### src/psdc_pkg.sv
// ----------------------------------------------------------------------------
// psdc_pkg
// Shared types, constants and lookup tables for the signature digest checker.
// ----------------------------------------------------------------------------
package psdc_pkg;

  localparam int DEF_MAX_DIGEST_BYTES = 64;

  localparam int TAIL_W = 10;
  localparam logic [TAIL_W-1:0] TAIL_MAX = 10'd1023;

  localparam logic [1:0] HASH_KIND_RST = 2'd1;

  // status codes
  localparam logic [2:0] ST_OK        = 3'd0;
  localparam logic [2:0] ST_BAD_START = 3'd1;
  localparam logic [2:0] ST_NO_END    = 3'd2;
  localparam logic [2:0] ST_LENGTH    = 3'd3;
  localparam logic [2:0] ST_INFO      = 3'd4;
  localparam logic [2:0] ST_DIGEST    = 3'd5;

  // command codes
  localparam logic CMD_LOAD = 1'b0;
  localparam logic CMD_MSG  = 1'b1;

  // marker bytes
  localparam logic [7:0] BYTE_ZERO   = 8'h00;
  localparam logic [7:0] BYTE_TYPE_1 = 8'h01;
  localparam logic [7:0] BYTE_TYPE_2 = 8'h02;

  typedef enum logic [4:0] {
    PH_FIRST = 5'b00001,
    PH_TYPE  = 5'b00010,
    PH_FILL  = 5'b00100,
    PH_TAIL  = 5'b01000,
    PH_BAD   = 5'b10000
  } phase_t;

  typedef struct packed {
    logic       cmd;
    logic [7:0] data;
    logic       last;
  } item_t;

  typedef struct packed {
    logic       valid;
    logic [2:0] status;
  } result_t;

  localparam logic [7:0] PREFIX_ROM [4][19] = '{
    '{8'h30, 8'h21, 8'h30, 8'h09, 8'h06, 8'h05, 8'h2b, 8'h0e, 8'h03, 8'h02,
      8'h1a, 8'h05, 8'h00, 8'h04, 8'h14, 8'h00, 8'h00, 8'h00, 8'h00},
    '{8'h30, 8'h31, 8'h30, 8'h0d, 8'h06, 8'h09, 8'h60, 8'h86, 8'h48, 8'h01,
      8'h65, 8'h03, 8'h04, 8'h02, 8'h01, 8'h05, 8'h00, 8'h04, 8'h20},
    '{8'h30, 8'h41, 8'h30, 8'h0d, 8'h06, 8'h09, 8'h60, 8'h86, 8'h48, 8'h01,
      8'h65, 8'h03, 8'h04, 8'h02, 8'h02, 8'h05, 8'h00, 8'h04, 8'h30},
    '{8'h30, 8'h51, 8'h30, 8'h0d, 8'h06, 8'h09, 8'h60, 8'h86, 8'h48, 8'h01,
      8'h65, 8'h03, 8'h04, 8'h02, 8'h03, 8'h05, 8'h00, 8'h04, 8'h40}
  };

  function automatic logic [7:0] prefix_byte(input logic [1:0] kind,
                                             input logic [4:0] idx);
    logic [7:0] b;
    b = 8'h00;
    if (idx < 5'd19) begin
      b = PREFIX_ROM[kind][idx];
    end
    return b;
  endfunction

  function automatic logic [4:0] prefix_len(input logic [1:0] kind);
    logic [4:0] n;
    case (kind)
      2'd0:    n = 5'd15;
      default: n = 5'd19;
    endcase
    return n;
  endfunction

  function automatic logic [6:0] hash_bytes(input logic [1:0] kind);
    logic [6:0] n;
    case (kind)
      2'd0:    n = 7'h14;
      2'd1:    n = 7'h20;
      2'd2:    n = 7'h30;
      2'd3:    n = 7'h40;
      default: n = 7'h20;
    endcase
    return n;
  endfunction

endpackage

### src/psdc_parse.sv
// ----------------------------------------------------------------------------
// psdc_parse
// Parse state, digest load index and status decision for one byte per cycle while fire is high.
// ----------------------------------------------------------------------------
module psdc_parse
  import psdc_pkg::*;
#(
  parameter int MAX_DIGEST_BYTES = DEF_MAX_DIGEST_BYTES,
  parameter int AW  = $clog2(MAX_DIGEST_BYTES),
  parameter int LIW = $clog2(MAX_DIGEST_BYTES + 1)
) (
  input  logic          clk,
  input  logic          rst_n,
  input  logic          fire,
  input  item_t         item,
  input  logic [1:0]    hash_kind,
  input  logic [7:0]    rd_data,
  output logic          wr_en,
  output logic [AW-1:0] wr_addr,
  output logic [7:0]    wr_data,
  output logic [AW-1:0] rd_addr,
  output result_t       result
);

  localparam logic [LIW-1:0]    MAX_IDX  = LIW'(MAX_DIGEST_BYTES);
  localparam logic [TAIL_W-1:0] MAX_TAIL = TAIL_W'(MAX_DIGEST_BYTES);

  phase_t            phase_r, phase_nxt;
  logic [TAIL_W-1:0] tail_r, tail_nxt;
  logic              start_err_r, start_err_nxt;
  logic              info_mis_r, info_mis_nxt;
  logic              dig_mis_r, dig_mis_nxt;
  logic [LIW-1:0]    load_idx_r, load_idx_nxt;

  logic [TAIL_W-1:0] plen, total;
  logic [TAIL_W-1:0] dig_idx, rd_diff;
  logic [7:0]        expect_byte;
  logic [2:0]        status;
  logic              is_msg;

  always_comb begin
    plen        = TAIL_W'(prefix_len(hash_kind));
    total       = plen + TAIL_W'(hash_bytes(hash_kind));
    dig_idx     = tail_r - plen;
    expect_byte = (dig_idx < MAX_TAIL) ? rd_data : 8'h00;
    is_msg      = fire && (item.cmd == CMD_MSG);

    phase_nxt     = phase_r;
    tail_nxt      = tail_r;
    start_err_nxt = start_err_r;
    info_mis_nxt  = info_mis_r;
    dig_mis_nxt   = dig_mis_r;
    load_idx_nxt  = load_idx_r;
    wr_en         = 1'b0;

    if (fire && (item.cmd == CMD_LOAD)) begin
      if (load_idx_r < MAX_IDX) begin
        wr_en        = 1'b1;
        load_idx_nxt = load_idx_r + 1'b1;
      end
      if (item.last) begin
        load_idx_nxt = '0;
      end
    end

    if (is_msg) begin
      case (phase_r)
        PH_FIRST, PH_TYPE: begin
          if ((phase_r == PH_FIRST) && (item.data == BYTE_ZERO)) begin
            phase_nxt = PH_TYPE;
          end else if ((item.data == BYTE_TYPE_1) || (item.data == BYTE_TYPE_2)) begin
            phase_nxt = PH_FILL;
          end else begin
            start_err_nxt = 1'b1;
            phase_nxt     = PH_BAD;
          end
        end
        PH_FILL: begin
          if (item.data == BYTE_ZERO) begin
            phase_nxt = PH_TAIL;
            tail_nxt  = '0;
          end
        end
        PH_TAIL: begin
          if (tail_r < plen) begin
            if (item.data != prefix_byte(hash_kind, tail_r[4:0])) begin
              info_mis_nxt = 1'b1;
            end
          end else if (tail_r < total) begin
            if (item.data != expect_byte) begin
              dig_mis_nxt = 1'b1;
            end
          end
          if (tail_r != TAIL_MAX) begin
            tail_nxt = tail_r + 1'b1;
          end
        end
        default: begin
        end
      endcase
    end

    if (start_err_nxt || (phase_nxt == PH_TYPE)) begin
      status = ST_BAD_START;
    end else if (phase_nxt != PH_TAIL) begin
      status = ST_NO_END;
    end else if (tail_nxt != total) begin
      status = ST_LENGTH;
    end else if (info_mis_nxt) begin
      status = ST_INFO;
    end else if (dig_mis_nxt) begin
      status = ST_DIGEST;
    end else begin
      status = ST_OK;
    end

    // the last message byte returns the parser to its start
    if (is_msg && item.last) begin
      phase_nxt     = PH_FIRST;
      tail_nxt      = '0;
      start_err_nxt = 1'b0;
      info_mis_nxt  = 1'b0;
      dig_mis_nxt   = 1'b0;
    end

    // digest byte that the next item will compare against
    rd_diff = tail_nxt - plen;
  end

  assign wr_addr       = load_idx_r[AW-1:0];
  assign wr_data       = item.data;
  assign rd_addr       = rd_diff[AW-1:0];
  assign result.valid  = is_msg && item.last;
  assign result.status = status;

  always_ff @(posedge clk) begin
    if (!rst_n) begin
      phase_r     <= PH_FIRST;
      tail_r      <= '0;
      start_err_r <= 1'b0;
      info_mis_r  <= 1'b0;
      dig_mis_r   <= 1'b0;
      load_idx_r  <= '0;
    end else begin
      phase_r     <= phase_nxt;
      tail_r      <= tail_nxt;
      start_err_r <= start_err_nxt;
      info_mis_r  <= info_mis_nxt;
      dig_mis_r   <= dig_mis_nxt;
      load_idx_r  <= load_idx_nxt;
    end
  end

endmodule

### config.mk
export PLATFORM = sky130hd
export DESIGN_NAME = psdc_parse
export DESIGN_NICKNAME = d
export VERILOG_FILES = /design/src/psdc_pkg.sv /design/src/psdc_parse.sv
export SDC_FILE = /design/constraint.sdc
export NUM_CORES = 1
export LEC_CHECK = 0
export ABC_AREA = 1
export BUFFER_PORTS_ARGS = -buffer_cell sky130_fd_sc_hd__buf_2
export CORE_ASPECT_RATIO = 0.75
export CORE_UTILIZATION = 55
export DETAILED_ROUTE_END_ITERATION = 10
export PLACE_DENSITY = 0.8
export SLEW_MARGIN = 20
export SYNTH_ARGS = -nofsm -noshare
export SYNTH_HDL_FRONTEND = slang
export SYNTH_SLANG_ARGS = --single-unit
### constraint.sdc
create_clock -name clk -period 7.15 [get_ports clk]
set_input_delay 0.3575 -clock clk [delete_from_list [all_inputs] [get_ports clk]]
set_output_delay 0.3575 -clock clk [all_outputs]
set_load 0.02 [all_outputs]
* Word-level counts from Yosys, hierarchy flattened
Cells that the tools add are included.
** Storage, ports and cells
- Register bits :: 25
- Input port bits :: 23
- Output and inout port bits :: 25
- Word-level logic and storage cells :: 94
** Operators by class
- Add/sub/neg operators :: 5
- Order comparisons :: 7
- Equality and inequality tests :: 15
- Muxes and demuxes :: 45
- Bitwise logic cells :: 4
- Reduce and logical (&&, ||, !) cells :: 12
** Operator list (number)
- $bmux W152 S2 :: 1
- $mux W152 :: 2
- $mux W8 :: 7
- $bmux W8 S5 :: 1
- $mux W10 :: 4
- $pmux W7 S4 :: 1
- $mux W5 :: 5
- $pmux W10 S2 :: 1
- $ne A8 B8 Y1 :: 2
- $mux W1 :: 15
- $mux W3 :: 5
- $mux W7 :: 2
- $add A10 B1 Y10 const B :: 1
- $eq A5 B2 Y1 const B :: 2
- $lt A10 B5 Y1 :: 1
- $lt A10 B7 Y1 const B :: 1
- $lt A10 B8 Y1 :: 1
- $ne A10 B10 Y1 const B :: 1
- $ne A10 B8 Y1 :: 1
- $pmux W5 S2 :: 1
- $sub A10 B5 Y10 :: 1
- $add A5 B7 Y8 :: 1
- $eq A8 B1 Y1 const B :: 1
- $eq A8 B2 Y1 const B :: 1
- 22 further kinds :: 29

* Logic depth before layout (Yosys ltp)
- Depth after elaboration :: 20
- Mapped depth :: 25
- Mapped depth without buffers :: 24

* Worst setup path before layout
OpenSTA, ideal clock, no wires.
- Path kind :: input -> output
- Start point :: input hash_kind[0]
- End point :: output result[0] in the netlist's numbering
- Arrival :: 2.741 ns
- Required time :: 6.793 ns
- Path slack :: 4.051 ns
- Stages :: 25
- Buffers on the path :: 2
- Cell sequence :: inv_1 ha_1 buf_2 inv_1 ha_1 nand2_1 inv_1 nand2_2 nand2_1 nand2_1 nand3_1 nor2_2 buf_4 nand3_1 nand2_1 nand2_1 nand3_1 nor2_1 nand2_1 nand2_2 nand2_1 nand2_1 nand2_1 nand2_1 nand2_1
** RTL lines
- start: declaration :: RTL line psdc_parse.sv:16 : input logic [1:0] hash_kind,
- end: declaration :: RTL line psdc_parse.sv:22 : output result_t result

==> impl_metrics.env <==
export IMPL_status="finished, final reports clean"
export IMPL_syn_nets=584
export IMPL_yosys_register_bits=25
export IMPL_rows=23
export IMPL_die_y_um=67.3
export IMPL_seq_area_frac_synth_pct=16.0
export IMPL_dieWidth_um=89.0
export IMPL_initial_utilization_pct=57.8
export IMPL_insertion_delay_ns=0.27
export IMPL_required_ns=6.79
export IMPL_cpMostUsedCell="nand2_1"
export IMPL_drv_slew=0
export IMPL_syn_avg_cell_area_um2=5.79
export IMPL_wl_per_cell_um=13.1
export IMPL_finalNetCount=611
export IMPL_worstPathArrival_ns=3.53
export IMPL_grt_max_degree=17
export IMPL_critPathSlowestCell="nor2_2"
export IMPL_syn_to_final_growth_pct=5.76
export IMPL_gp_congestion=0.970
export IMPL_synth_top_area_share_pct=17.2
export IMPL_worst_pin_slew_ns=0.647
export IMPL_firstDrtPassIters=5
export IMPL_p_int_mw=0.203
export IMPL_slowest_delay_ns=0.44
export IMPL_yosys_area_top_type="nand2_1"
export IMPL_synthCells=540
export IMPL_synth_area_leaders="nand2_1, dfxtp_1, inv_1, nand3_1, ha_1"
export IMPL_power_density_mw_per_mm2=89.6
export IMPL_die_area_mm2=0.00599
export IMPL_antenna_cells=0
export IMPL_grt_overflow=0
export IMPL_path_max_fanout=16
export IMPL_drv_cap=0
export IMPL_finalSetupViolations=0
export IMPL_async_flop_share_pct=0
export IMPL_min_period_over_period_pct=54.3
export IMPL_synth_flop_cell="dfxtp_1"
export IMPL_drive_gt1_share_pct=13.4
export IMPL_ys_types=34
export IMPL_slew_headroom_pct=56.4
export IMPL_ant_nets=0
export IMPL_netlist_area_mm2=0.00313
export IMPL_synth_most_common_cell="nand2_1"
export IMPL_ios=48
export IMPL_ys_warn_count=0
export IMPL_cp_start_kind="input pin"
export IMPL_synthTopCellsByCount="nand2_1, inv_1, nor2_1, nand3_1, dfxtp_1"
export IMPL_finalSetupTns_ns=0
export IMPL_worstSetupPathType="input pin to output port"
export IMPL_fmax_mhz=257
export IMPL_port_buffers=47
export IMPL_leakagePower_nw=1.74
export IMPL_numCtsBuffers=3
export IMPL_hold_class="input pin to flip-flop"
export IMPL_combPwrFrac_pct=23.0
export IMPL_peakVddDrop_mv=0.0937
export IMPL_netSwitchingFraction_pct=31.5
export IMPL_first_iter_violations=376
export IMPL_vias_per_cell=5.59
export IMPL_core_mm2=0.00541
export IMPL_rsz0062_at_grt="no"
export IMPL_cts_sinks=25
export IMPL_cts_resized=0
export IMPL_antenna_found_initial=0
export IMPL_postCtsSetupBuffers=0
export IMPL_first_global_vias=2917
export IMPL_hold_viol=0
export IMPL_synth_edf_count=0
export IMPL_final_util_pct=61.1
export IMPL_fin_crit_ns=3.88
export IMPL_hpwlAfterDp_um=6800
export IMPL_pwr_share_clk_pct=29.0
export IMPL_p_total_mw=0.296
export IMPL_drc_errors=0
export IMPL_num_vias=3581
export IMPL_clkTransAtPathRegs_ns=0.09
export IMPL_cts_root_buf="clkbuf_8"
export IMPL_fin_worst_skew_ns=0.00287
export IMPL_clk_path_buf_depth=2
export IMPL_ctsHtreeMaxLevel=1
export IMPL_grt_util_all_layers_pct=29.1
export IMPL_power_frac_seq_pct=48.0
export IMPL_cp_end_kind="output port"
export IMPL_cts_hold_buf=0
export IMPL_cts_tree="yes"
export IMPL_grt_pass1_wl_um=13500
export IMPL_routed_wirelength_um=8420
export IMPL_switching_power_mw=0.0933
stage by stage:
stage               hold slack, ns  cell area, um2  instances  worst slack, ns
finish                       0.328            3310        641             3.27
global route                 0.332            3310        641             2.86
CTS                          0.321            3310        641             3.28
detailed placement           0.461            3260        637             3.28
global placement             0.452            3260        637             3.41
floorplan                    0.435            3130        540             4.05
routing by layer:
layer / vias to the layer above / global-route usage (%) / wire [um]
li1: 1784 / - / -
met1: 1589 / 43.3 / 3950
met2: 193 / 43.1 / 3420
met3: 15 / 6.85 / 949
met4: 0 / 4.56 / 98
met5: - / 0 / 0
cell families after synthesis:
kind of cell	count (synthesis)	synth area share (%)
buffers and inverters	106	16.0
and+or+nand+nor	325	47.5
adders and majority gates	21	8.41
xor gates and xnor gates	9	2.52
DFF	25	16.0
AOI/OAI and AO/OA	54	9.61
cell usage in the layout, fill, tap and decap left out:
cell and n:
xor2_1 8, nand2_1 143, nor2_4 1, o211ai_1 5, nand2_4 1, inv_1 77, o21ai_1 4, buf_2 47
o22ai_1 3, nor2_1 70, nand3_1 54, inv_2 4, o21a_1 1, ha_1 21, nor3b_1 3, clkinv_2 1
a211oi_1 2, a21oi_2 1, dfxtp_1 25, and3_1 2, nor3_1 6, nand4_4 1, nor2_2 3, a21oi_1 19
o21ai_0 18, xnor2_1 1, a21boi_0 1, nand3b_1 5, nand4_1 22, nand3_2 5, clkbuf_8 3, nand3b_2 1
nand2_2 8
registers in the layout, indices dropped and copies added (netlist names):
name / cells
dig_mis_r: 1
tail_r: 10
phase_r: 5
start_err_r: 1
load_idx_r: 7
info_mis_r: 1
area by class of cell:
type / instances / area, um2
clock inverters: 1 / 5.00
fillers: 569 / 2100
multi-input cells: 409 / 2130
well taps: 75 / 93.8
repair buffers: 47 / 235
clock buffers: 3 / 41.3
inverters: 81 / 304
flip-flops and latches: 25 / 500
worst max-delay path, delay by kind of cell:
kind / cells / cell delay, ns
fa+ha+maj: 2 / 0.77
buf+inv: 6 / 0.83
simple gates: 18 / 1.55
power groups by stage:
stage | combinational [mW] | sequential (mW) | clock (mW)
finish | 0.0683 | 0.142 | 0.0859
detailed placement | 0.0671 | 0.145 | 0
global placement | 0.0659 | 0.145 | 0
global route | 0.0757 | 0.142 | 0.0933
floorplan | 0.0474 | 0.145 | 0
CTS | 0.0675 | 0.142 | 0.0871
path summary, 6_finish.rpt:
| check | startpoint | end | slack (ns) | cells after the start |
|---|---|---|---|---|
| min | rst_n | phase_r[0]$_SDFF_PP1_ | 0.33 | 2 |
| min reg2reg | load_idx_r[6]$_SDFFE_PN0P_ | load_idx_r[6]$_SDFFE_PN0P_ | 0.48 | 2 |
| max | hash_kind[0] | result[0] | 3.27 | 26 |
| max reg2reg | tail_r[2]$_SDFF_PN0_ | dig_mis_r$_SDFF_PP0_ | 4.61 | 17 |
Power figures use the tool's default switching activity.
